`src/rtl/core/pol_pkg.sv`:
```
// ----------------------------------------------------------------------------
// pol_pkg
// Types and codes for the positional ordered list.
// ----------------------------------------------------------------------------
package pol_pkg;

   // operation kinds
   localparam logic [2:0] K_HEAD   = 3'd0;
   localparam logic [2:0] K_TAIL   = 3'd1;
   localparam logic [2:0] K_INSERT = 3'd2;
   localparam logic [2:0] K_REMOVE = 3'd3;
   localparam logic [2:0] K_LIST   = 3'd4;

   // status codes
   localparam logic [1:0] ST_OK     = 2'd0;
   localparam logic [1:0] ST_BADPOS = 2'd1;
   localparam logic [1:0] ST_EMPTY  = 2'd2;
   localparam logic [1:0] ST_FULL   = 2'd3;

   // a list request never returns more than this many elements
   localparam int LIST_LIMIT = 16;

   typedef struct packed {
      logic [2:0]         kind;
      logic [7:0]         position;
      logic signed [31:0] value;
   } req_type;

   typedef struct packed {
      logic [1:0]         status;
      logic signed [31:0] element;
      logic [4:0]         count;
      logic               last;
   } rsp_type;

endpackage

```
`src/rtl/core/pol_ram.sv`:
```
// ----------------------------------------------------------------------------
// pol_ram
// Generic simple dual-port RAM: one write port, one read port, registered read.
// ----------------------------------------------------------------------------
module pol_ram #(
   parameter int WIDTH = 32,
   parameter int DEPTH = 16
) (
   input  logic                     clock,
   input  logic                     wr_en,
   input  logic [$clog2(DEPTH)-1:0] wr_addr,
   input  logic [WIDTH-1:0]         wr_data,
   input  logic                     rd_en,
   input  logic [$clog2(DEPTH)-1:0] rd_addr,
   output logic [WIDTH-1:0]         rd_data
);

   logic [WIDTH-1:0] mem [DEPTH];
   logic [WIDTH-1:0] rd_data_ff;

   always_ff @(posedge clock) begin
      if (wr_en) begin
         mem[wr_addr] <= wr_data;
      end
      if (rd_en) begin
         rd_data_ff <= mem[rd_addr];
      end
   end

   assign rd_data = rd_data_ff;

endmodule

```
`src/rtl/core/positional_ordered_list.sv`:
```
// ----------------------------------------------------------------------------
// positional_ordered_list
// Ordered list of signed 32-bit values with positional insert and remove.
// ----------------------------------------------------------------------------
// The list lives in a single element RAM (head at address 0) plus a count
// register. A transaction is taken when start is high and busy is low; its
// results appear in the cycle after the final step, each for exactly one cycle
// with rsp_strobe high, and the receiver cannot hold them off. Because the RAM
// has one write port, every element that has to move takes a step of its own:
//   - append, or remove of the tail element, and any rejected or unused
//     request: nothing moves, next transaction may follow immediately;
//   - insert before position p with n elements held: n - p moves, then a put;
//   - remove at position p: n - p - 1 moves;
//   - list all: min(n, 16) elements, results streamed back to back with
//     last on the final one (one status result on an empty list).
// RAM contents need no clearing after reset; only entries below the count
// are ever read.
// ----------------------------------------------------------------------------
module positional_ordered_list #(
   parameter int CAPACITY = 16
) (
   input  logic             clock,
   input  logic             reset,
   input  logic             start,
   output logic             busy,
   input  pol_pkg::req_type req_data,
   output logic             rsp_strobe,
   output pol_pkg::rsp_type rsp_data
);
   import pol_pkg::*;

   localparam int AW = (CAPACITY > 1) ? $clog2(CAPACITY) : 1;
   localparam int CW = $clog2(CAPACITY + 1);
   localparam int XW = (CW > 8) ? CW : 8;   // width for position/count compares

   localparam logic [2:0] S_IDLE = 3'd0;
   localparam logic [2:0] S_UP   = 3'd1;   // shifting towards the tail
   localparam logic [2:0] S_PUT  = 3'd2;   // write the new value into the gap
   localparam logic [2:0] S_DOWN = 3'd3;   // shifting towards the head
   localparam logic [2:0] S_LIST = 3'd4;   // streaming elements out

   logic [2:0]    state_ff, state_in;
   logic [CW-1:0] cnt_ff, cnt_in;
   logic [AW-1:0] src_ff, src_in;   // address read in the previous cycle
   logic [AW-1:0] pa_ff, pa_in;     // insert position
   logic [31:0]   val_ff, val_in;
   logic [CW-1:0] lim_ff, lim_in;   // number of elements to list
   logic          rsp_valid_ff, rsp_valid_in;
   rsp_type       rsp_ff, rsp_in;

   logic          wr_en, rd_en;
   logic [AW-1:0] wr_addr, rd_addr;
   logic [31:0]   wr_data, rd_data;

   logic [XW-1:0] pos_x, cnt_x;
   logic [AW-1:0] tail_addr;

   pol_ram #(
      .WIDTH(32),
      .DEPTH(CAPACITY)
   ) u_elements (
      .clock  (clock),
      .wr_en  (wr_en),
      .wr_addr(wr_addr),
      .wr_data(wr_data),
      .rd_en  (rd_en),
      .rd_addr(rd_addr),
      .rd_data(rd_data)
   );

   assign cnt_x     = XW'(cnt_ff);
   assign tail_addr = AW'(cnt_ff - CW'(1));

   // effective position for the insert kinds
   always_comb begin
      case (req_data.kind)
         K_HEAD:  pos_x = '0;
         K_TAIL:  pos_x = cnt_x;
         default: pos_x = XW'(req_data.position);
      endcase
   end

   always_comb begin
      state_in     = state_ff;
      cnt_in       = cnt_ff;
      src_in       = src_ff;
      pa_in        = pa_ff;
      val_in       = val_ff;
      lim_in       = lim_ff;
      rsp_valid_in = 1'b0;
      rsp_in       = rsp_ff;
      wr_en        = 1'b0;
      wr_addr      = src_ff;
      wr_data      = rd_data;
      rd_en        = 1'b0;
      rd_addr      = src_ff;

      unique case (state_ff)
         S_IDLE: begin
            if (start) begin
               rsp_in.status  = ST_OK;
               rsp_in.element = '0;
               rsp_in.count   = 5'(cnt_ff);
               rsp_in.last    = 1'b1;
               case (req_data.kind) inside
                  K_HEAD, K_TAIL, K_INSERT: begin
                     if (pos_x > cnt_x) begin
                        rsp_in.status = ST_BADPOS;
                        rsp_valid_in  = 1'b1;
                     end else if (cnt_ff >= CW'(CAPACITY)) begin
                        rsp_in.status = ST_FULL;
                        rsp_valid_in  = 1'b1;
                     end else if (pos_x == cnt_x) begin
                        // append: nothing moves
                        wr_en         = 1'b1;
                        wr_addr       = AW'(pos_x);
                        wr_data       = 32'(req_data.value);
                        cnt_in        = cnt_ff + CW'(1);
                        rsp_in.count  = 5'(cnt_ff + CW'(1));
                        rsp_valid_in  = 1'b1;
                     end else begin
                        rd_en    = 1'b1;
                        rd_addr  = tail_addr;
                        src_in   = tail_addr;
                        pa_in    = AW'(pos_x);
                        val_in   = 32'(req_data.value);
                        state_in = S_UP;
                     end
                  end
                  K_REMOVE: begin
                     if (cnt_ff == '0) begin
                        rsp_in.status = ST_EMPTY;
                        rsp_valid_in  = 1'b1;
                     end else if (XW'(req_data.position) >= cnt_x) begin
                        rsp_in.status = ST_BADPOS;
                        rsp_valid_in  = 1'b1;
                     end else if (AW'(req_data.position) == tail_addr) begin
                        // tail element: just drop it
                        cnt_in       = cnt_ff - CW'(1);
                        rsp_in.count = 5'(cnt_ff - CW'(1));
                        rsp_valid_in = 1'b1;
                     end else begin
                        rd_en    = 1'b1;
                        rd_addr  = AW'(req_data.position) + AW'(1);
                        src_in   = AW'(req_data.position) + AW'(1);
                        state_in = S_DOWN;
                     end
                  end
                  K_LIST: begin
                     if (cnt_ff == '0) begin
                        rsp_in.status = ST_EMPTY;
                        rsp_in.count  = '0;
                        rsp_valid_in  = 1'b1;
                     end else begin
                        rd_en    = 1'b1;
                        rd_addr  = '0;
                        src_in   = '0;
                        lim_in   = (int'(cnt_ff) < LIST_LIMIT) ? cnt_ff : CW'(LIST_LIMIT);
                        state_in = S_LIST;
                     end
                  end
                  default: begin
                     rsp_valid_in = 1'b1;   // unused kind: status only
                  end
               endcase
            end
         end
         S_UP: begin
            wr_en   = 1'b1;
            wr_addr = src_ff + AW'(1);
            wr_data = rd_data;
            if (src_ff == pa_ff) begin
               state_in = S_PUT;
            end else begin
               rd_en   = 1'b1;
               rd_addr = src_ff - AW'(1);
               src_in  = src_ff - AW'(1);
            end
         end
         S_PUT: begin
            wr_en          = 1'b1;
            wr_addr        = pa_ff;
            wr_data        = val_ff;
            cnt_in         = cnt_ff + CW'(1);
            rsp_in.status  = ST_OK;
            rsp_in.element = '0;
            rsp_in.count   = 5'(cnt_ff + CW'(1));
            rsp_in.last    = 1'b1;
            rsp_valid_in   = 1'b1;
            state_in       = S_IDLE;
         end
         S_DOWN: begin
            wr_en   = 1'b1;
            wr_addr = src_ff - AW'(1);
            wr_data = rd_data;
            if (src_ff == tail_addr) begin
               cnt_in         = cnt_ff - CW'(1);
               rsp_in.status  = ST_OK;
               rsp_in.element = '0;
               rsp_in.count   = 5'(cnt_ff - CW'(1));
               rsp_in.last    = 1'b1;
               rsp_valid_in   = 1'b1;
               state_in       = S_IDLE;
            end else begin
               rd_en   = 1'b1;
               rd_addr = src_ff + AW'(1);
               src_in  = src_ff + AW'(1);
            end
         end
         S_LIST: begin
            rsp_in.status  = ST_OK;
            rsp_in.element = rd_data;
            rsp_in.count   = 5'(cnt_ff);
            rsp_in.last    = (CW'(src_ff) + CW'(1)) == lim_ff;
            rsp_valid_in   = 1'b1;
            if ((CW'(src_ff) + CW'(1)) == lim_ff) begin
               state_in = S_IDLE;
            end else begin
               rd_en   = 1'b1;
               rd_addr = src_ff + AW'(1);
               src_in  = src_ff + AW'(1);
            end
         end
         default: begin
            state_in = S_IDLE;
         end
      endcase
   end

   always_ff @(posedge clock) begin
      if (reset) begin
         state_ff     <= S_IDLE;
         cnt_ff       <= '0;
         rsp_valid_ff <= 1'b0;
      end else begin
         state_ff     <= state_in;
         cnt_ff       <= cnt_in;
         rsp_valid_ff <= rsp_valid_in;
      end
   end

   // payload registers, no reset
   always_ff @(posedge clock) begin
      src_ff <= src_in;
      pa_ff  <= pa_in;
      val_ff <= val_in;
      lim_ff <= lim_in;
      rsp_ff <= rsp_in;
   end

   assign busy       = (state_ff != S_IDLE);
   assign rsp_strobe = rsp_valid_ff;
   assign rsp_data   = rsp_ff;

   // ---- checks ----
   a_cnt_bound: assert property (@(posedge clock) disable iff (reset)
      int'(cnt_ff) <= CAPACITY)
      else $error("element count above capacity");

   a_status_final: assert property (@(posedge clock) disable iff (reset)
      rsp_strobe && (rsp_data.status != ST_OK) |-> rsp_data.last && (rsp_data.element == '0))
      else $error("error status not a final, element-free transaction");

   a_list_burst: assert property (@(posedge clock) disable iff (reset)
      rsp_strobe && !rsp_data.last |=> rsp_strobe && busy == (state_ff == S_LIST))
      else $error("list burst broken");

   a_list_emits: assert property (@(posedge clock) disable iff (reset)
      (state_ff == S_LIST) |=> rsp_strobe)
      else $error("list step gave no result");

endmodule
```
`config.mk`:
```
export PLATFORM = sky130hd
export DESIGN_NAME = positional_ordered_list
export DESIGN_NICKNAME = d
export VERILOG_FILES = /design/src/rtl/core/pol_pkg.sv /design/src/rtl/core/pol_ram.sv /design/src/rtl/core/positional_ordered_list.sv
export SDC_FILE = /design/constraint.sdc
export NUM_CORES = 1
export LEC_CHECK = 0
export ABC_AREA = 1
export BUFFER_PORTS_ARGS = -buffer_cell sky130_fd_sc_hd__clkbuf_2
export CAP_MARGIN = 20
export CORE_MARGIN = 2
export CORE_UTILIZATION = 30
export CTS_BUF_LIST = sky130_fd_sc_hd__clkbuf_8 sky130_fd_sc_hd__clkbuf_16
export DETAILED_ROUTE_END_ITERATION = 10
export PLACE_DENSITY_LB_ADDON = 0.08
export SLEW_MARGIN = 0
export SYNTH_ARGS = -nofsm -noshare
export SYNTH_HDL_FRONTEND = slang
export SYNTH_SLANG_ARGS = --single-unit
```
`constraint.sdc`:
```
create_clock -name clock -period 12.1 [get_ports clock]
set_clock_uncertainty 0.15 [all_clocks]
set_input_delay 3.025 -clock clock [delete_from_list [all_inputs] [get_ports clock]]
set_output_delay 3.025 -clock clock [all_outputs]
set_load 0.05 [all_outputs]
```
Word-level counts from Yosys, hierarchy flattened
Memories as Yosys holds them, arrays and structs flattened. A register that Yosys moved wholly into a read port is not among the register bits.
Index checks and enable logic that the tools add are counted.
{ "word_totals": {"memories": 1, "reg_bits": 94, "word_cells": 171, "mem_bits_rw": 512, "input_bits": 46} }
{ "classes": {"bitwise": 6, "order_cmp": 4, "n_mux": 104, "add_sub_neg": 6, "n_reduce_logical": 14, "eq_ne": 25} }
{ "memory_table": {"columns": ["memory", "depth", "word_bits", "rd", "rd_clocked_by_memory_dff", "wr", "line", "text"], "rows": [
  ["u_elements.mem", 16, 32, 1, 1, 1, "pol_ram.sv:18", "logic [WIDTH-1:0] mem [DEPTH];"]
]} }
{ "op_table": {"columns": ["op", "count"], "rows": [
  ["two-way mux 32 bit", 5],
  ["one-hot mux 40 bit (4 select lines)", 1],
  ["two-way mux 40 bit", 2],
  ["two-way mux 4 bit", 19],
  ["two-way mux 5 bit", 14],
  ["one-hot mux 32 bit (2 select lines)", 1],
  ["two-way mux 3 bit", 14],
  ["two-way mux 1 bit", 33],
  ["one-hot mux 4 bit (4 select lines)", 2],
  ["one-hot mux 8 bit (2 select lines)", 1],
  ["one-hot mux 5 bit (3 select lines)", 1],
  ["two-way mux 2 bit", 7],
  ["equality test 3 x 2 -> 1 bit, second input constant", 4],
  ["equality test 4 bit", 3],
  ["inequality test 4 x 3 -> 1 bit, second input constant", 3],
  ["one-hot mux 3 bit (4 select lines)", 1],
  ["AND reduction 6 bit", 2],
  ["AND reduction 11 bit", 1],
  ["inequality test 3 bit, second input constant", 3],
  ["adder 4 x 1 -> 4 bit, second input constant", 2],
  ["equality test 8 x 5 -> 1 bit", 1],
  [">= comparator 8 x 5 -> 1 bit", 1],
  ["> comparator 8 x 5 -> 1 bit", 1],
  ["inequality test 2 bit, second input constant", 4],
  ["other kinds (22)", 33]
]} }

Depth between registers and ports, before layout
Gate-level depths: netlist of run 1.
{ "logic_depth": {"ltp_word": 11, "mapped_depth": 25, "depth_no_buf": 23} }

Modules after synthesis
Synthesis of run 1 repeated with hierarchy kept, for this count alone.
{ "hier_totals": {"cells_unflattened": 2875, "hier_area_um2": 29107.9} }
{ "modules_own_cells": {"columns": ["mod", "area_per_inst_um2", "n_inst", "cells_per_inst"], "rows": [
  ["pol_ram", 23050.9, 1, 2120],
  ["positional_ordered_list", 6057.1, 1, 755]
]} }

Worst setup path after synthesis of run 1
Ideal clock, no wire load.
{ "synth_path": {"path_kind": "input -> register", "startpoint": "input req_data[42] (netlist bit)", "endpoint": "memory u_elements.mem[0][0], enable pin", "t_required_ns": 11.529, "setup_slack_ns": 4.913, "arrival_time_ns": 6.616, "stages": 16, "setup_time_ns": 0.421, "cell_sequence": "nor2_1 > nand2_1 > o22ai_1 > inv_1 > ha_1 > nand3_1 > nor2_4 > nand2_1 > nor3_2 > inv_2 > o21ai_0 > o2111ai_1 > or2_2 > inv_1 > nand2_1 > nor2_1"} }
{ "synth_between": {"elab_chain_cells": 11, "word_cells_on_any_way": 21} }
{ "synth_rtl": {"columns": ["element", "line", "text"], "rows": [
  ["start: declaration", "positional_ordered_list.sv:26", "input pol_pkg::req_type req_data,"],
  ["equality test 3 x 1 -> 1 bit / logical NOT 3 bit (equally long branches)", "positional_ordered_list.sv:76", "case (req_data.kind)"],
  ["one-hot mux 8 bit (2 select lines) (*)", "positional_ordered_list.sv:76", null],
  ["named net pos_x[0]", "positional_ordered_list.sv:55", "logic [XW-1:0] pos_x, cnt_x;"],
  ["parallel branches: the longest is 9 deep, another holds > comparator 8 x 5 -> 1 bit", null, null],
  ["end: declaration", "pol_ram.sv:18", null]
]} }
Mark *: on every way through the listed nets, which the timed path passes.

Worst setup path after layout of run 1
{ "layout_path": {"startpoint": "input req_data[42] (netlist bit)", "endpoint": "register u_elements.rd_data_ff[23] (netlist: u_elements.rd_data[23]) (read register of u_elements.mem) (data pin)"} }
{ "layout_between": {"elab_chain_cells": 9, "word_cells_on_any_way": 25} }
{ "layout_rtl": {"columns": ["element", "line", "text"], "rows": [
  ["equality test 3 x 1 -> 1 bit / logical NOT 3 bit (equally long branches)", "positional_ordered_list.sv:76", null],
  ["one-hot mux 8 bit (2 select lines) (*)", "positional_ordered_list.sv:76", null],
  ["named net pos_x[3]", "positional_ordered_list.sv:55", null],
  ["parallel branches: the longest is 7 deep, another holds > comparator 8 x 5 -> 1 bit", null, null],
  ["end: declaration", "pol_ram.sv:19", "logic [WIDTH-1:0] rd_data_ff;"]
]} }
Marks and branches as above.
A chain may end at the register's enable or synchronous reset.

==> results of run 1 <==
==> how the worst min path moves through the flow <==
stage | cells after the start | endpoint | startpoint | slack [ns]
global placement | 2 | rsp_data[27] | u_elements.rd_data[21] | 0.41
global route | 2 | rsp_data[27] | u_elements.rd_data[21] | 0.47
detailed placement | 2 | rsp_data[27] | u_elements.rd_data[21] | 0.42
CTS | 2 | rsp_data[27] | u_elements.rd_data[21] | 0.43
floorplan | 2 | rsp_data[10] | u_elements.rd_data[4] | 0.39
finish | 2 | rsp_data[27] | u_elements.rd_data[21] | 0.44
==> placed cells by master, fill, tap and decap left out, types with 5 or more instances in the layout <==
cell       count
buf_4         64
xor2_1        10
inv_1        512
nand3_1      604
nand2_2        7
clkbuf_16     78
clkbuf_2      87
clkinv_2      11
edfxtp_1     625
bufinv_16      5
nor2_4        22
ha_1          15
a21oi_1       57
nand2_1      443
nor2_2         5
nand4_1       12
clkinv_1      16
buf_6          5
nand3b_1     130
inv_2         12
o211ai_1      32
dfxtp_1       13
o21ai_0       71
o22ai_1        8
a31oi_1        5
nor2_1        75
==> through the flow <==
stage                     setup slack [ns]  cell area, um2  hold slack (ns)
final                                 3.76           33900            0.436
after global routing                  3.31           33900            0.468
after CTS                             3.82           33900            0.430
after detailed placement              3.17           31500            0.416
after global placement                3.25           31400            0.413
after floorplan                       4.91           29600            0.392
==> state kept, by name, indices dropped and copies added, names as in the netlist <==
signal and flops:
rsp_data 40, u_elements.rd_data 32, val_ff 32, rsp_strobe 1
pa_ff 4, lim_ff 5, cnt_ff 5, state_ff 3
src_ff 4, u_elements.mem 512
==> worst max-delay path, delay by kind of cell <==
kind,cells,cell delay (ns)
AOI/OAI and AO/OA,4,0.98
adders and majority gates,1,0.33
buffers and inverters,4,2.09
and+or+nand+nor,10,2.10
==> cell families after synthesis <==
kind of cell / count (synthesis) / share of synthesized area (%)
xor gates and xnor gates: 12 / 0.355
DFF: 638 / 64.3
AOI/OAI and AO/OA: 200 / 3.99
adders and majority gates: 15 / 0.635
buffers and inverters: 672 / 9.37
and+or+nand+nor: 1311 / 21.3
==> Yosys cell counts (all sizes together) <==
master and number:
edfxtp 625, nand3 606, inv 507, nand2 455, nand3b 130, buf 111, nor2 102, o21ai 75
a21oi 62, clkbuf 52, o211ai 32, ha 15, dfxtp 13, nand4 12, xor2 10, o22ai 8
a31oi 5, nor3 5, o2111ai 3, o221ai 3, a32o 2, clkinv 2, o21bai 2, o31ai 2
xnor2 2, a21boi 1, a221oi 1, a22oi 1, a311oi 1, a41oi 1, o32a 1, or2 1
==> per-layer routing <==
layer / vias up / share of wire, % / GRT usage [%]
li1: 9799 / - / -
met1: 10500 / 47 / 28.0
met2: 603 / 46 / 31.9
met3: 140 / 4.5 / 2.83
met4: 0 / 2.6 / 5.83
met5: - / 0 / 0
==> area by class of cell <==
class	count	area, um2
sequential	638	19000
multi-input combinational	1538	8000
clock buffer	79	1970
clock inverter	56	405
inverter	509	1920
tap	1287	1610
fill	9874	64000
timing repair buffer	158	1020
==> results.md, run 1 <==
- Core ar.: a little under 0.1 mm2
- F_max: about 120 MHz
- Nets@finish: 2,981
- CP endpoint: u_elements.rd_data[23]
- N_diodes: 0
- # IOs: about 90
- R2R Path Start: src_ff[0]
- Via density: just under 5
- Clock root buffer: clkbuf_16
- CTS Buf Count: 75
- Maxcap violations: 0
- Unique cell type count in the Yosys netlist: 46
- Crit-path cells: clkbuf_2 -> nor2_1 -> nand2_1 -> o22ai_1 -> ha_1 -> a21oi_1 -> nand2_1 -> a21oi_2 -> nand3_2 -> o21ai_0 -> inv_1 -> nand2_1 -> nand2_4 -> inv_4 -> buf_4 -> nand3_1 -> nand3_1 -> nand3_1 -> nand2_1
- Sequential area share after synthesis: between 60 and 70%
- R2R setup slack: 5.64 ns
- Vias: ~21,000
- Slew headroom: between 20% and 30%
- Hold-fix buffers, CTS: 0
- Aggregate global routing overflow: 0
- Area contributors post-synth: edfxtp_1 (63%), nand3_1 (10%), inv_1 (6.3%)
- Fin Setup TNS: 0 ns
- Clock transition at path regs: ~0.060 ns
- Global-route wire length before repair: around 150,000 um
- Worst-case reg-to-reg path depth: 18
- Global-route usage over all layers: about a fifth
- Post-CTS Resized: 0
- Critical Path RT: 12.43 ns
- DP Wirelength: approximately 58,000 um
- Post-synth top area share: between 60% and 70%
- Cells after Synth: approximately 2,800
- Routed wire per std cell: approximately 24 um
- Synth warn: 0
- Post-CTS setup buffers: 0
- Initial antenna violation count: 2
- Share of cells above drive strength 1: between 10% and 20%
- Fin crit share: a little under 70%
- Clock latency on the worst-skew pair: 0.64 ns
- Final Non-Filler Cells: 4,265
- Routed Antenna Nets: 0
- Classification of the worst setup path: in -> reg
- CP max FO: 75
- Post-Route WL: 102,000 um
- Final setup viols: 0
- Slew @ Worst Pin: between 1 and 1.5 ns
- Crit path max-delay cell type: buf_4
- Die height: between 300 and 400 um
- DIE AREA: 0.101 mm2
- CP startpoint: req_data[42]
- RSZ-0062 raised after global routing: false
- DR DRC count: 0
- TritonCTS clock tree: done
- Reg2reg end: u_elements.rd_data[23]
- Minimum clock period: ~8.3 ns
- Synthesized cell area: 0.0296 mm2
- Final core utilization: approximately a third
- I/O Buffers: 87
- Row count: 115
- Placed Cells incl. Taps: 4,128
- Initial core utilization: between 30% and 40%
- Detailed Routing Iterations Pass 1: 7
- Worst EP arrival: between 8 and 9 ns
- Most common cell on crit path: nand2_1
- Area Overhead vs Synth: 14.8%
- Worst Setup End Kind: flop
- Final hold viol count: 0
- Worst-case clock buffer depth: 3
- Startpoint class of the critical path: input port
- Num Clock Sinks: between 600 and 700
- Vias in the first global route: around 21,000
- Status: finished, final reports clean
- Cell taking the most area after synthesis: edfxtp_1
- Slowest Stage Delay on Critical Path: around 1 ns
- Seq cells post-synth: about 640
- Worst min-delay path category: reg -> reg
- Die width: ~320 um
- Slew Limit Fails: 0
- Gpl congestion: a little over 0.9
- Pin count of the biggest net entering global routing: between 100 and 150
- Synth Net Count: about 2,900
- Avg Inst Size Synth: roughly 10 um2
- H-tree levels: 3
- Drt first-iter violations: between 1,500 and 2,000
Power of run 1 is not shown: default switching activity piles up to over one toggle a cycle in this logic, so the estimate is an artifact.
==> run 2, diff against run 1 <==
clock period = 8.7 ns   (was 12.1 ns; I/O delays follow)
==> run 2 against run 1 <==
Effect of this change:
- hold slack lost 0.0041 ns
- wire length shrank 4.6%
- register-to-register slack worse by 2.3 ns
- worst setup slack worse by 1.6 ns
- final cell count rose by 0.38%
- core utilization grew 0.30 points
- first-iteration DRC count up 9.5%
- non-clock buffer count up 15
- cell area is 0.88% higher
- largest cell class unchanged
- global-route usage decreased by 0.88 points
- highest routed layer unchanged
- clock-buffer cell count grew 5
- flip-flop and latch count did not move
==> results.md, run 2 (same netlist as run 1, synthesis figures left out) <==
- Slew headroom: around a third
- Post-CTS Resized: 0
- Drt first-iter violations: 1,735
- TritonCTS clock tree: done
- Post-Route WL: 97,000 um
- Post-CTS setup buffers: 0
- H-tree levels: 3
- Most common cell after layout, fill and taps aside: edfxtp_1
- Total area of sequential cells: about 0.019 mm2
- Clock root buffer: clkbuf_16
- Classification of the worst setup path: in -> reg
- Worst Hold Depth: 2
- Met2 global-route usage: a little under 30%
- R2R setup slack: 3.30 ns
- Detailed Routing Iterations Pass 1: 5
- Num Clock Sinks: 638
- # IOs: 88
- Reg2reg end: u_elements.mem[14][29]
- Worst Hold Launch: u_elements.rd_data[31]
- Routed Antenna Nets: 0
- Die width: 318 um
- I/O Buffers: a little under 90
- DIE AREA: between 0.1 and 0.15 mm2
- Worst Hold Endpoint: rsp_data[37]
- GR peak layer: met2
- Global-route usage over all layers: a little under a fifth
- Minimum clock period: ~6.5 ns
- Area of the multi-input gates: around 0.0080 mm2
- M3 GR Usage: under 10%
- Worst-case reg-to-reg path depth: 17
- Met1 usage: roughly 28%
- Crit path max-delay cell type: nor2_4
- Initial core utilization: ~30%
- Pin count of the biggest net entering global routing: 153
- Final setup viols: 0
- Core ar.: a little under 0.1 mm2
- RSZ-0062 raised after global routing: false
- Die height: about 320 um
- R2R Path Start: cnt_ff[0]
- WHS: about 0.43 ns
- Global-route wire length before repair: 144,000 um
- Status: finished, final reports clean
- CTS Buf Count: 77
- Slew @ Worst Pin: approximately 1 ns
- Critical Path RT: 8.86 ns
- Fin crit share: 75.2%
- Initial antenna violation count: 0
- Slowest Stage Delay on Critical Path: slightly below 0.7 ns
- Aggregate global routing overflow: 0
- Final hold viol count: 0
- Vias in the first global route: slightly above 20,000
- N_diodes: 0
- Crit-path cells: clkbuf_2 -> nor2_1 -> nand2_1 -> o22ai_1 -> ha_1 -> nand2_1 -> inv_1 -> nand3_1 -> nor2_4 -> nand2_1 -> nor3_2 -> inv_2 -> a21oi_1 -> o21ai_0 -> o2111ai_1 -> o21ai_0 -> nor2_1 -> nand2_1 -> nor2_4 -> buf_12
- CP max FO: 22
- Via density: roughly 4.9
- Number of fill cells: 9,836
- Worst min-delay path category: reg -> reg
- Row count: roughly 120
- Fin Setup TNS: 0 ns
- Gpl congestion: between 0.8 and 0.9
- Number of flip-flops in the largest register: roughly 510
- Share of cells above drive strength 1: roughly 11%
- Startpoint class of the critical path: input port
- Top reg by flops: u_elements.mem
- Routed wire per std cell: approximately 23 um
- Maxcap violations: 0
- Most common cell on crit path: nand2_1
- Worst Setup End Kind: flop
- DR DRC count: 0
- Worst EP arrival: approximately 6.7 ns
- F_max: between 150 and 200 MHz
- Nets@finish: around 3,000
- Hold-fix buffers, CTS: 0
- Worst-case clock buffer depth: 3
- Vias: between 20,000 and 25,000
- DP Wirelength: approximately 57,000 um
- Clock latency on the worst-skew pair: roughly 0.63 ns
- Most frequent cells in the layout: edfxtp_1 (625), nand3_1 (604), inv_1 (517)
- Slew Limit Fails: 0
- Area Overhead vs Synth: 15.8%
- Clock transition at path regs: roughly 0.060 ns
-- run 2: cell count changes in the layout (fill, tap and decap cells not counted), sizes merged --
cell	change
buf	+15
clkbuf	+5
clkinv	-5
clkinvlp	-2
inv	+3
-- run 2: worst max-delay path by stage --
stage | from | end | slack [ns] | depth (start not counted)
3_5_place_dp | req_data[42] | u_elements.mem[14][25] | 1.61 | 20
4_1_cts | req_data[42] | u_elements.mem[14][29] | 2.29 | 20
6_report | req_data[42] | u_elements.mem[14][29] | 2.16 | 20
3_3_place_gp | req_data[42] | u_elements.mem[14][19] | 1.65 | 20
5_1_grt | req_data[42] | u_elements.mem[14][29] | 1.78 | 20
2_1_floorplan | req_data[42] | u_elements.mem[0][0] | 2.36 | 16
-- run 2: worst max-delay path: cells and delay by family --
kind / cells / cell delay [ns]
AO/OA/AOI/OAI: 5 / 0.99
adder cells (fa/ha/maj): 1 / 0.22
AND/OR/NAND/NOR: 10 / 2.53
buffers and inverters: 4 / 0.75
-- run 2: cell type report --
class,count,share of cell area [%]
clock buffers,84,6.07
clock inverters,52,1.09
inverters,509,5.59
multi-input cells,1538,23.3
flip-flops and latches,638,55.6
well taps,1287,4.70
repair buffers,173,3.63
-- run 2: layer usage --
metal,share of wire [%],vias to the layer above
met5,0,-
met4,2.3,0
met3,4.2,128
met2,45,531
met1,49,10500
li1,-,9840
-- run 2: metrics by stage --
step | utilization, % | cell area [um2] | worst slack [ns] | instances
after floorplan | - | 29600 | 2.36 | 2848
after global placement | 32.4 | 31800 | 1.65 | 4144
after detailed placement | 32.4 | 31800 | 1.61 | 4145
after CTS | 34.9 | 34200 | 2.29 | 4281
after global routing | 34.9 | 34200 | 1.78 | 4281
final | 34.9 | 34200 | 2.16 | 4281
Power of run 2 is left out for the same reason.
